### src/design/swf_pkg.sv
package swf_pkg;

  // Configuration register indexes.
  typedef enum logic [0:0] {
    CFG_BIT_PERIOD  = 1'b0,
    CFG_GAP_PERIODS = 1'b1
  } swf_cfg_e;

  localparam int unsigned CfgIndexW  = 1;
  localparam int unsigned CfgDataW   = 8;
  localparam int unsigned PeriodW    = 8;
  localparam int unsigned GapW       = 4;
  localparam int unsigned TickW      = 12;
  localparam int unsigned BitIdxW    = 4;
  localparam int unsigned ByteW      = 8;
  localparam int unsigned WordW      = 16;

  // Register reset values.
  localparam logic [PeriodW-1:0] BitPeriodRst  = 8'd16;
  localparam logic [GapW-1:0]    GapPeriodsRst = 4'd4;

  // Bit positions within a frame.
  localparam logic [BitIdxW-1:0] ShortCutBit = 4'd3;
  localparam logic [BitIdxW-1:0] StopBit     = 4'd10;
  localparam logic [BitIdxW-1:0] MoreBit     = 4'd11;
  localparam logic [BitIdxW-1:0] GuardBit    = 4'd12;

  // Stream widths.
  localparam int unsigned InDataW  = 24;
  localparam int unsigned OutDataW = 8;

  // Result of one word, handed from the engine to the output stage.
  typedef struct packed {
    logic tx_line;
    logic busy_res;
    logic start_accepted;
  } swf_result_t;

endpackage

### src/design/swf_engine.sv
module swf_engine (
  input  logic                          clk_i,
  input  logic                          rst_ni,
  input  logic                          accept_i,
  input  logic                          command_i,
  input  logic [swf_pkg::WordW-1:0]     send_word_i,
  input  logic                          rx_active_i,
  input  logic                          cfg_we_i,
  input  logic [swf_pkg::CfgIndexW-1:0] cfg_index_i,
  input  logic [swf_pkg::CfgDataW-1:0]  cfg_data_i,
  output swf_pkg::swf_result_t          result_o
);
  import swf_pkg::*;

  logic [PeriodW-1:0] bit_period_q;
  logic [GapW-1:0]    gap_periods_q;

  logic               sending_q, sending_d;
  logic [BitIdxW-1:0] bit_index_q, bit_index_d;
  logic [ByteW-1:0]   shift_byte_q, shift_byte_d;
  logic [ByteW-1:0]   low_byte_hold_q, low_byte_hold_d;
  logic               short_request_q, short_request_d;
  logic               more_flag_q, more_flag_d;
  logic               next_level_q, next_level_d;
  logic               line_level_q, line_level_d;
  logic [TickW-1:0]   tick_count_q, tick_count_d;

  logic               start_ok;
  logic [BitIdxW-1:0] bit_index_inc;
  logic [TickW-1:0]   gap_reload;

  // Configuration registers.
  always_ff @(posedge clk_i or negedge rst_ni) begin
    if (!rst_ni) begin
      bit_period_q  <= BitPeriodRst;
      gap_periods_q <= GapPeriodsRst;
    end else if (cfg_we_i) begin
      case (swf_cfg_e'(cfg_index_i))
        CFG_BIT_PERIOD:  bit_period_q  <= cfg_data_i[PeriodW-1:0];
        CFG_GAP_PERIODS: gap_periods_q <= cfg_data_i[GapW-1:0];
        default: ;
      endcase
    end
  end

  assign start_ok      = command_i && !sending_q && !rx_active_i;
  assign bit_index_inc = bit_index_q + BitIdxW'(1);
  assign gap_reload    = TickW'(gap_periods_q) * TickW'(bit_period_q);

  // Next state for one accepted word: a start request or one timer tick.
  always_comb begin
    sending_d       = sending_q;
    bit_index_d     = bit_index_q;
    shift_byte_d    = shift_byte_q;
    low_byte_hold_d = low_byte_hold_q;
    short_request_d = short_request_q;
    more_flag_d     = more_flag_q;
    next_level_d    = next_level_q;
    line_level_d    = line_level_q;
    tick_count_d    = tick_count_q;

    if (command_i) begin
      if (start_ok) begin
        sending_d       = 1'b1;
        bit_index_d     = '0;
        next_level_d    = 1'b1;
        more_flag_d     = 1'b1;
        shift_byte_d    = send_word_i[WordW-1:ByteW];
        low_byte_hold_d = send_word_i[ByteW-1:0];
        short_request_d = send_word_i[WordW-1];
        tick_count_d    = TickW'(bit_period_q);
      end
    end else if (sending_q) begin
      if (tick_count_q <= TickW'(1)) begin
        // Bit edge: show the prepared level and prepare the following one.
        line_level_d = next_level_q;
        bit_index_d  = bit_index_inc;
        tick_count_d = TickW'(bit_period_q);
        if (bit_index_inc == ShortCutBit && short_request_q) begin
          bit_index_d  = MoreBit;
          next_level_d = 1'b0;
          more_flag_d  = 1'b0;
        end else if (bit_index_inc < StopBit) begin
          next_level_d = shift_byte_q[ByteW-1];
          shift_byte_d = {shift_byte_q[ByteW-2:0], 1'b0};
        end else if (bit_index_inc == StopBit) begin
          next_level_d = more_flag_q;
        end else if (bit_index_inc == MoreBit) begin
          next_level_d = 1'b0;
        end else begin
          // Guard bit: either the frame ends or the low byte follows a gap.
          next_level_d = more_flag_q;
          bit_index_d  = '0;
          if (!more_flag_q) begin
            sending_d = 1'b0;
          end else begin
            more_flag_d  = 1'b0;
            shift_byte_d = low_byte_hold_q;
            tick_count_d = gap_reload;
          end
        end
      end else begin
        tick_count_d = tick_count_q - TickW'(1);
      end
    end
  end

  // Transmitter state advances once per accepted word.
  always_ff @(posedge clk_i or negedge rst_ni) begin
    if (!rst_ni) begin
      sending_q       <= 1'b0;
      bit_index_q     <= '0;
      shift_byte_q    <= '0;
      low_byte_hold_q <= '0;
      short_request_q <= 1'b0;
      more_flag_q     <= 1'b0;
      next_level_q    <= 1'b0;
      line_level_q    <= 1'b0;
      tick_count_q    <= '0;
    end else if (accept_i) begin
      sending_q       <= sending_d;
      bit_index_q     <= bit_index_d;
      shift_byte_q    <= shift_byte_d;
      low_byte_hold_q <= low_byte_hold_d;
      short_request_q <= short_request_d;
      more_flag_q     <= more_flag_d;
      next_level_q    <= next_level_d;
      line_level_q    <= line_level_d;
      tick_count_q    <= tick_count_d;
    end
  end

  // The result reflects the state after this word.
  assign result_o.tx_line        = line_level_d;
  assign result_o.busy_res       = sending_d;
  assign result_o.start_accepted = start_ok;

  // The bit counter never passes the guard bit.
  assert property (@(posedge clk_i) disable iff (!rst_ni) bit_index_q <= GuardBit)
    else $error("bit counter past guard bit");

  // A short request frame skips the data bits from the short cut to the stop bit.
  assert property (@(posedge clk_i) disable iff (!rst_ni)
    (sending_q && short_request_q) |-> (bit_index_q < ShortCutBit || bit_index_q >= MoreBit))
    else $error("short request frame entered the data bits");

  // An accepted start leaves the transmitter busy.
  assert property (@(posedge clk_i) disable iff (!rst_ni)
    (accept_i && start_ok) |=> sending_q)
    else $error("accepted start did not set busy");

endmodule

### src/design/swf_out_stage.sv
module swf_out_stage (
  input  logic                           clk_i,
  input  logic                           rst_ni,
  input  logic                           in_valid_i,
  output logic                           in_ready_o,
  input  swf_pkg::swf_result_t           result_i,
  output logic                           m_axis_tvalid,
  input  logic                           m_axis_tready,
  output logic [swf_pkg::OutDataW-1:0]   m_axis_tdata
);
  import swf_pkg::*;

  logic                valid_q;
  logic [OutDataW-1:0] data_q;

  // A new word may enter whenever the held one is gone or leaves now.
  assign in_ready_o = !valid_q || m_axis_tready;

  always_ff @(posedge clk_i or negedge rst_ni) begin
    if (!rst_ni) begin
      valid_q <= 1'b0;
    end else if (in_ready_o) begin
      valid_q <= in_valid_i;
    end
  end

  // Result fields packed from the lowest bit up.
  always_ff @(posedge clk_i) begin
    if (in_ready_o && in_valid_i) begin
      data_q <= {(OutDataW-3)'(0), result_i.start_accepted, result_i.busy_res,
                 result_i.tx_line};
    end
  end

  assign m_axis_tvalid = valid_q;
  assign m_axis_tdata  = data_q;

endmodule

### src/design/serial_word_framer_tx_core.sv
// Serial word framer, transmit side. Each input word is either one timer tick
// (tuser 0) or a request to start sending send_word (tuser 1); every input word
// gives exactly one output word with the line level, the busy flag and whether
// a start was taken. One word is accepted every clock cycle while the output
// side keeps up; each result is registered as its word is accepted, held in
// a single output register. Input stalls only while that register holds a
// result and the output is not ready, and resumes in the cycle the result
// leaves. Line timing is counted in ticks: bit_period ticks per bit and
// gap_periods bit periods between bytes.
module serial_word_framer_tx_core (
  input  logic                           clk_i,
  input  logic                           rst_ni,
  // Input stream.
  input  logic                           s_axis_tvalid,
  output logic                           s_axis_tready,
  input  logic [swf_pkg::InDataW-1:0]    s_axis_tdata,  // [15:0] send_word, [16] rx_active
  input  logic                           s_axis_tuser,  // [0] command
  // Output stream.
  output logic                           m_axis_tvalid,
  input  logic                           m_axis_tready,
  output logic [swf_pkg::OutDataW-1:0]   m_axis_tdata,  // [0] tx_line, [1] busy_res,
                                                        // [2] start_accepted
  // Configuration writes.
  input  logic                           cfg_we_i,
  input  logic [swf_pkg::CfgIndexW-1:0]  cfg_index_i,
  input  logic [swf_pkg::CfgDataW-1:0]   cfg_data_i
);
  import swf_pkg::*;

  logic        accept;
  swf_result_t result;

  assign accept = s_axis_tvalid && s_axis_tready;

  swf_engine u_engine (
    .clk_i       (clk_i),
    .rst_ni      (rst_ni),
    .accept_i    (accept),
    .command_i   (s_axis_tuser),
    .send_word_i (s_axis_tdata[WordW-1:0]),
    .rx_active_i (s_axis_tdata[WordW]),
    .cfg_we_i    (cfg_we_i),
    .cfg_index_i (cfg_index_i),
    .cfg_data_i  (cfg_data_i),
    .result_o    (result)
  );

  swf_out_stage u_out_stage (
    .clk_i         (clk_i),
    .rst_ni        (rst_ni),
    .in_valid_i    (s_axis_tvalid),
    .in_ready_o    (s_axis_tready),
    .result_i      (result),
    .m_axis_tvalid (m_axis_tvalid),
    .m_axis_tready (m_axis_tready),
    .m_axis_tdata  (m_axis_tdata)
  );

endmodule
### config.mk
export PLATFORM = sky130hd
export DESIGN_NAME = serial_word_framer_tx_core
export DESIGN_NICKNAME = d
export VERILOG_FILES = /design/src/design/swf_pkg.sv /design/src/design/swf_engine.sv /design/src/design/swf_out_stage.sv /design/src/design/serial_word_framer_tx_core.sv
export SDC_FILE = /design/constraint.sdc
export NUM_CORES = 1
export LEC_CHECK = 0
export ABC_CLOCK_PERIOD_IN_PS = 3400
export BUFFER_PORTS_ARGS = -buffer_cell sky130_fd_sc_hd__buf_2
export CAP_MARGIN = 15
export CORE_ASPECT_RATIO = 1.5
export CORE_UTILIZATION = 45
export DETAILED_ROUTE_END_ITERATION = 12
export GPL_TIMING_DRIVEN = 0
export PLACE_DENSITY = 0.66
export SLEW_MARGIN = 20
export SYNTH_ARGS = -nofsm -noshare
export SYNTH_HDL_FRONTEND = slang
export SYNTH_SLANG_ARGS = --single-unit
### constraint.sdc
create_clock -name clk_i -period 3.4 [get_ports clk_i]
set_input_delay 0.51 -clock clk_i [delete_from_list [all_inputs] [get_ports clk_i]]
set_output_delay 0.51 -clock clk_i [all_outputs]
set_load 0.01 [all_outputs]
==> impl_metrics.py, run 1 <==
metrics = {
    "cts": {
        "clock-root-buffer": "clkbuf_16",
        "worst_skew_pair.late_latency_ns": 0.29,
        "tritoncts": "built",
        "clock-sinks": 53,
        "worst_setup_hold_path_clk_slew_ns": 0.07,
        "cts_hold_buffers": 0,
        "clock_tree.htree_level_count": 2,
        "ctsLongestPathBuffers": 2,
        "tritoncts.num_buffers": 5,
    },
    "synth": {
        "synth-edff-count": 3,
        "count_of_state_elements_after_synthesis": 53,
        "synth.top_cells.by_area": "dfrtp_1, mux2_2, ha_1",
        "yosysWarnings": 0,
        "syn_area_sq_mm": 0.00389,
        "synthesis.area_per_instance_sq_um": 9.44,
        "yosysSeqAreaShare": 0.345,
        "yosys.cell_types.count": 65,
        "synth_cells": 412,
        "synth.largest_area_cell": "dfrtp_1",
        "async_flop_share": 0.943,
        "ys_dominant_reg_cell": "dfrtp_1",
        "synth.top_cell.area_share": 0.309,
    },
    "routing": {
        "drc": 0,
        "wire_per_inst_um": 15.6,
        "initialDrtViolationCount": 128,
        "avgViaCountPerCell": 5.62,
        "finalWirelength_mm": 8.86,
        "via_count": 3193,
        "drt_pre_antenna_iters": 6,
        "drtAntennaViolNets": 0,
    },
    "worst_setup_path": {
        "critPathLaunchType": "register",
        "worstSetupEndpointType": "register",
        "critical_path.max_stage_delay_ns": 0.52,
        "critPathTopFamily": "adder cells",
        "crit_path_cell_trace": "buf_4 > and2_1 > fa_1 > inv_1 > fa_1 > inv_1 > ha_2 > a21o_1 > nand2_1 > nand3_1 > a311oi_2 > o31ai_2 > a22o_1",
        "rr_startpoint": "u_engine.gap_periods_q[2]",
        "required_ns": 3.59,
        "cp_max_fo": 8,
        "cp.arrival_ns": 3.42,
        "critical_path_class": "register to register",
        "cp_num_buf_inv": 3,
        "startpoint": "u_engine.gap_periods_q[2]",
        "timing.critical_path.slowest_stage_cell": "fa_1",
    },
    "die": {
        "floorplan.rows": 41,
        "initial_core_utilization": 0.463,
        "fp.coreArea_sq_mm": 0.00841,
        "die_area_sq_mm": 0.00903,
        "die_w_um": 77.9,
        "die_height_um": 116,
        "io_pins": 49,
    },
    "cells_and_area": {
        "synthToLayoutAreaGrowth_pct": 14.1,
        "nNetsFinal": 532,
        "filler_cell_count": 806,
        "finish.cell_count_without_fillers": 568,
        "mostFrequentLayoutCell": "dfrtp_1",
        "layout.cells.most_common_list": "dfrtp_1, buf_2, nand2_1, inv_1",
        "final_layout_size_suffix_gt1_frac": 0.236,
        "antenna_cells_inserted": 0,
    },
    "global_routing": {
        "pin_count_of_the_biggest_net_entering_global_routing": 51,
        "gr-total-overflow": 0,
        "initial_antenna_violation_count": 0,
        "groute.usage.overall": 0.213,
        "grt_pass1_vias": 3261,
        "grt_pass1_wl_mm": 15.1,
    },
    "sta": {
        "slew_headroom": 0.339,
        "setup_viol_count_final": 0,
        "timing.fmax_mhz": 309,
        "worstMarginPinSlew_ns": 0.987,
        "final.min_clock_period_ns": 3.23,
        "report.final.hold_viol_count": 0,
        "final_max_slew_viol_count": 0,
        "clock_skew_ns": 0.00342,
        "final.hold.worst_slack_ns": 0.240,
        "timing.final.crit_share": 0.951,
        "grt_setup_unrepaired": "false",
    },
    "place": {
        "place_inst": 559,
        "port_buffers": 36,
        "hpwl_mm": 6.79,
        "finalWeightedCongestion": 0.860,
    },
    "power_and_ir_drop": {
        "post-layout-total-power_uw": 2720,
        "ir_drop_v": 0.000315,
        "power.static_leakage_uw": 0.00201,
        "cellPowerDensity_mw_per_mm2": 613,
    },
    "min_path": {
        "timing.hold.worst.class": "input pin to asynchronous set/reset pin",
    },
    "run": {
        "drv_cap": 0,
    },
    "status": {
        "outcome": "finished, final reports clean",
    },
}
timing repair:
action	4_1_cts	5_1_grt
gates resized for setup	1	14
setup buffers	1	0
cloned	0	0
pin swaps	0	3
setup endpoints to repair	1	4
synthesized netlist by cell type (all sizes together) (5+ instances only):
master / n
nor3: 14
fa: 12
mux2i: 9
nor2: 28
buf: 10
o21ai: 27
nor2b: 8
a21oi: 16
nand2: 39
nand3: 9
a21o: 5
inv: 30
mux2: 28
and2: 27
dfrtp: 48
ha: 21
sequential cells by signal, indices dropped and copies added, names as in the netlist:
register	cells
u_engine.sending_q	1
u_out_stage.m_axis_tdata	3
u_out_stage.m_axis_tvalid	1
u_engine.bit_index_q	4
u_engine.bit_period_q	8
u_engine.more_flag_q	1
u_engine.short_request_q	1
u_engine.next_level_q	1
u_engine.line_level_q	1
u_engine.low_byte_hold_q	8
u_engine.shift_byte_q	8
u_engine.tick_count_q	12
u_engine.gap_periods_q	4
layer usage:
| layer | part of all wire | GRT usage | up-vias |
|---|---|---|---|
| met5 | 0 | 0 | - |
| met4 | 0.019 | 0.0914 | 0 |
| met3 | 0.030 | 0.0315 | 13 |
| met2 | 0.55 | 0.402 | 52 |
| met1 | 0.40 | 0.236 | 1579 |
| li1 | - | - | 1549 |
power by group:
part / leakage, uW / internal (uW) / switching (uW)
Sequential: 0.000638 / 818 / 180
Clock: 0.0000712 / 275 / 230
Combinational: 0.00130 / 567 / 654
Total: 0.00201 / 1660 / 1060
per-stage QoR:
step | setup TNS (ns) | utilization | worst slack [ns] | cell area (sq um)
3_5_place_dp | -0.0861 | 0.502 | -0.0861 | 4220
5_1_grt | 0 | 0.528 | 0.0129 | 4440
6_report | 0 | 0.528 | 0.166 | 4440
4_1_cts | 0 | 0.520 | 0.0295 | 4380
3_3_place_gp | -0.0170 | 0.502 | -0.0170 | 4220
2_1_floorplan | 0 | - | 0.228 | 3910
cell type report:
cell class | count | area [sq um] | area share
clock inverter | 2 | 13.8 | 0.00310
timing repair buffer | 37 | 190 | 0.0428
multi-input combinational | 319 | 2430 | 0.548
buffer | 14 | 77.6 | 0.0175
clock buffer | 6 | 129 | 0.0290
sequential | 53 | 1350 | 0.304
tap | 107 | 134 | 0.0301
inverter | 30 | 113 | 0.0254
path summary, 6_finish.rpt:
kind                                          endpoint  slack [ns]  depth (start not counted)
max                          u_engine.tick_count_q[11]        0.17                         13
min                          u_out_stage.m_axis_tvalid        0.24                          1
max reg2reg                  u_engine.tick_count_q[11]        0.17                         13
min reg2reg                u_engine.low_byte_hold_q[2]        0.51                          1
max in group asynchronous     u_engine.bit_period_q[1]        2.68                          1
min in group clk_i            u_engine.bit_period_q[2]        0.43                          3
kinds of logic after synthesis:
logic type / Yosys count / share of synthesized area
AO/OA/AOI/OAI: 88 / 0.157
XOR/XNOR: 6 / 0.0135
adder cells (fa/ha/maj): 33 / 0.129
buffers and inverters: 44 / 0.0489
flip-flops: 53 / 0.345
multiplexers: 37 / 0.104
other: 1 / 0.000964
AND/OR/NAND/NOR: 150 / 0.201
Power figures use the tool's default switching activity.
==> run 2: changes to the inputs <==
--- a/config.mk
+++ b/config.mk
@@ -5,10 +5,12 @@
 export SDC_FILE = /design/constraint.sdc
 export NUM_CORES = 1
 export LEC_CHECK = 0
+export ABC_AREA = 1
 export ABC_CLOCK_PERIOD_IN_PS = 3400
 export BUFFER_PORTS_ARGS = -buffer_cell sky130_fd_sc_hd__buf_2
 export CAP_MARGIN = 15
 export CORE_ASPECT_RATIO = 1.5
+export CORE_MARGIN = 5
 export CORE_UTILIZATION = 45
 export DETAILED_ROUTE_END_ITERATION = 12
 export GPL_TIMING_DRIVEN = 0
==> run 2 against run 1 <==
Hold slack lost 0.0086 ns. Flip-flop and latch count is the same. Cell count grew 29%. Clock skew grew 0.0043 ns. Largest power group is now sequential cells.
==> impl_metrics.py, run 2 <==
metrics = {
    "status": {
        "outcome": "finished, final reports clean",
    },
    "place": {
        "place_inst": 727,
        "detailedPlace.worstSlack_ns": -0.341,
        "finalWeightedCongestion": 0.891,
        "port_buffers": 36,
        "hpwl_mm": 7.72,
    },
    "power_and_ir_drop": {
        "share_seq_of_total_power": 0.390,
        "clock_power_share": 0.227,
        "combinational_cell_fraction_of_total_power": 0.383,
        "cellPowerDensity_mw_per_mm2": 510,
        "ir_drop_v": 0.000349,
        "power.static_leakage_uw": 0.00254,
        "post-layout-total-power_uw": 2370,
        "p_sw_uw": 944,
        "switching_power_share_of_the_total": 0.397,
        "power_report.internal_total_uw": 1430,
    },
    "synth": {
        "yosys.cell_count.top_type": "nand2_1",
        "synth.largest_area_cell": "dfrtp_1",
        "synthTopCellsByCount": "nand2_1, inv_1, dfrtp_1, nand3_1, o21ai_0",
        "synth-edff-count": 3,
        "synth_xor_area_frac": 0.0127,
        "async_flop_share": 0.943,
        "yosys.cell_types.count": 41,
        "synth_cells": 575,
        "yosys.area_share.adder": 0.121,
        "synth.top_cells.by_area": "dfrtp_1, nand2_1, inv_1",
        "simple_logic_cell_fraction_of_the_synthesized_area": 0.296,
        "proportion_of_synthesized_area_in_mux_cells": 0.0244,
        "yosysSeqAreaShare": 0.324,
        "main_combinational_cell_family_by_area_after_synthesis": "simple AND/OR/NAND/NOR gates",
        "syn_area_sq_mm": 0.00415,
        "yosysWarnings": 0,
        "ys_dominant_reg_cell": "dfrtp_1",
        "compound_gate_portion_of_the_synthesized_area": 0.0983,
        "synth.top_cell.area_share": 0.289,
        "synthesis.area_per_instance_sq_um": 7.22,
        "count_of_state_elements_after_synthesis": 53,
    },
    "routing": {
        "drt_pre_antenna_iters": 4,
        "via_count": 3714,
        "avgViaCountPerCell": 5.06,
        "drtAntennaViolNets": 0,
        "drc": 0,
        "initialDrtViolationCount": 161,
        "finalWirelength_mm": 9.81,
        "wire_per_inst_um": 13.4,
    },
    "worst_setup_path": {
        "critPathLaunchType": "register",
        "required_ns": 3.60,
        "worstSetupEndpointType": "register",
        "cp.arrival_ns": 3.42,
        "critical_path_class": "register to register",
        "cp_max_fo": 6,
    },
    "die": {
        "floorplan.rows": 43,
        "die_w_um": 88.4,
        "fp.coreArea_sq_mm": 0.00915,
        "die_area_sq_mm": 0.0113,
        "io_pins": 49,
        "initial_core_utilization": 0.454,
        "die_height_um": 128,
    },
    "cts": {
        "worst_setup_hold_path_clk_slew_ns": 0.08,
        "tritoncts": "built",
        "clock-sinks": 53,
        "ctsLongestPathBuffers": 2,
        "worst_skew_pair.late_latency_ns": 0.30,
        "clock-root-buffer": "clkbuf_16",
        "cts_hold_buffers": 0,
        "clock_tree.htree_level_count": 2,
        "tritoncts.num_buffers": 5,
    },
    "sta": {
        "slew_headroom": 0.564,
        "report.final.hold_viol_count": 0,
        "clock_skew_ns": 0.00768,
        "worstMarginPinSlew_ns": 0.654,
        "post-route-worst-setup-slack_ns": 0.174,
        "setup_viol_count_final": 0,
        "final_max_slew_viol_count": 0,
        "timing.final.crit_share": 0.949,
        "grt_setup_unrepaired": "false",
        "timing.fmax_mhz": 310,
        "final.min_clock_period_ns": 3.23,
    },
    "cells_and_area": {
        "final_layout_size_suffix_gt1_frac": 0.162,
        "mostFrequentLayoutCell": "nand2_1",
        "synthToLayoutAreaGrowth_pct": 12.1,
        "layout.cells.most_common_list": "nand2_1, inv_1, dfrtp_1, nand3_1, buf_2",
        "sequential_cell_area_sq_mm": 0.00135,
        "largest-register": "u_engine.tick_count_q",
        "finish.cell_count_without_fillers": 734,
        "largest_register_ff_count": 12,
        "antenna_cells_inserted": 0,
        "filler_cell_count": 938,
        "final_core_util": 0.509,
        "nNetsFinal": 693,
        "multi_input_area_sq_mm": 0.00232,
    },
    "global_routing": {
        "gr-total-overflow": 0,
        "groute.usage.overall": 0.191,
        "initial_antenna_violation_count": 0,
        "pin_count_of_the_biggest_net_entering_global_routing": 51,
        "grt_pass1_wl_mm": 17.1,
        "grt_pass1_vias": 3776,
    },
    "min_path": {
        "timing.hold.worst.class": "input pin to asynchronous set/reset pin",
    },
    "run": {
        "drv_cap": 0,
    },
}
## run 2: changes by cell type after synthesis, sizes merged, moves of 8 or more
cell | previous run | this run
nor2b | 8 | 0
mux2i | 9 | 0
nor3 | 14 | 4
nand3 | 9 | 42
nand2 | 39 | 178
o21ai | 27 | 44
and2 | 27 | 3
mux2 | 28 | 9
inv | 30 | 101
## run 2: final timing paths
path	startpoint	slack, ns	cells after the start	endpoint
worst max-delay path	u_engine.gap_periods_q[2]	0.17	14	u_engine.tick_count_q[8]
worst min-delay path	rst_ni	0.23	1	u_engine.low_byte_hold_q[3]
worst max register to register	u_engine.gap_periods_q[2]	0.17	14	u_engine.tick_count_q[8]
worst min register to register	u_engine.shift_byte_q[5]	0.49	2	u_engine.shift_byte_q[5]
max in group asynchronous	rst_ni	2.69	1	u_engine.gap_periods_q[1]
min in group clk_i	s_axis_tdata[5]	0.43	2	u_engine.low_byte_hold_q[5]
## run 2: routing by layer
layer / track usage / up-vias / part of all wire
met2: 0.343 / 63 / 0.54
met3: 0.0271 / 29 / 0.026
met4: 0.0988 / 0 / 0.045
li1: - / 1884 / -
met5: 0 / - / 0
met1: 0.212 / 1738 / 0.39
## run 2: final cells by class
class                      count  area share
inverter                     103      0.0831
buffer                        16      0.0237
tap                          112      0.0301
multi-input combinational    404       0.499
clock inverter                 3     0.00565
sequential                    53       0.289
timing repair buffer          38      0.0425
clock buffer                   5      0.0269
## run 2: critical path, stage by stage, from the launching register on
cell	delay [ns]
dfstp_2	0.58
nand2_1	0.09
fa_1	0.51
inv_1	0.05
fa_1	0.57
inv_1	0.07
fa_1	0.48
o21ai_2	0.22
nand2_1	0.10
nand3_1	0.08
nand2_1	0.05
nand3_1	0.11
nand2_1	0.07
nand3_1	0.08
nand2_1	0.05
## run 2: power by group through the flow
stage | sequential, uW | combinational [uW] | clock [uW]
2_1_floorplan | 887 | 716 | 0
3_3_place_gp | 919 | 894 | 0
3_5_place_dp | 925 | 914 | 0
4_1_cts | 926 | 905 | 551
5_1_grt | 949 | 1070 | 582
6_report | 926 | 908 | 540
## run 2: repair_timing
| item | in CTS | in global routing |
|---|---|---|
| endpoints found under the setup margin | 3 | 3 |
| pin swaps | 0 | 0 |
| gates resized for setup | 1 | 4 |
| buffers inserted | 0 | 2 |
## run 2: through the flow
step	cell area, sq um	setup TNS, ns	hold slack (ns)
2_1_floorplan	4170	0	0.214
3_3_place_gp	4490	-0.694	0.467
3_5_place_dp	4490	-0.804	0.472
4_1_cts	4630	0	0.253
5_1_grt	4650	0	0.282
6_report	4650	0	0.231
## run 2: logic make-up (layout without fill, tap and decap cells)
family                     after synthesis  after routing
AOI/OAI and AO/OA                       72             72
xor gates and xnor gates                 6              6
adders and majority gates               33             33
buffers and inverters                  122            165
DFF                                     53             53
muxes                                    9              9
other                                    1              5
and+or+nand+nor                        279            279
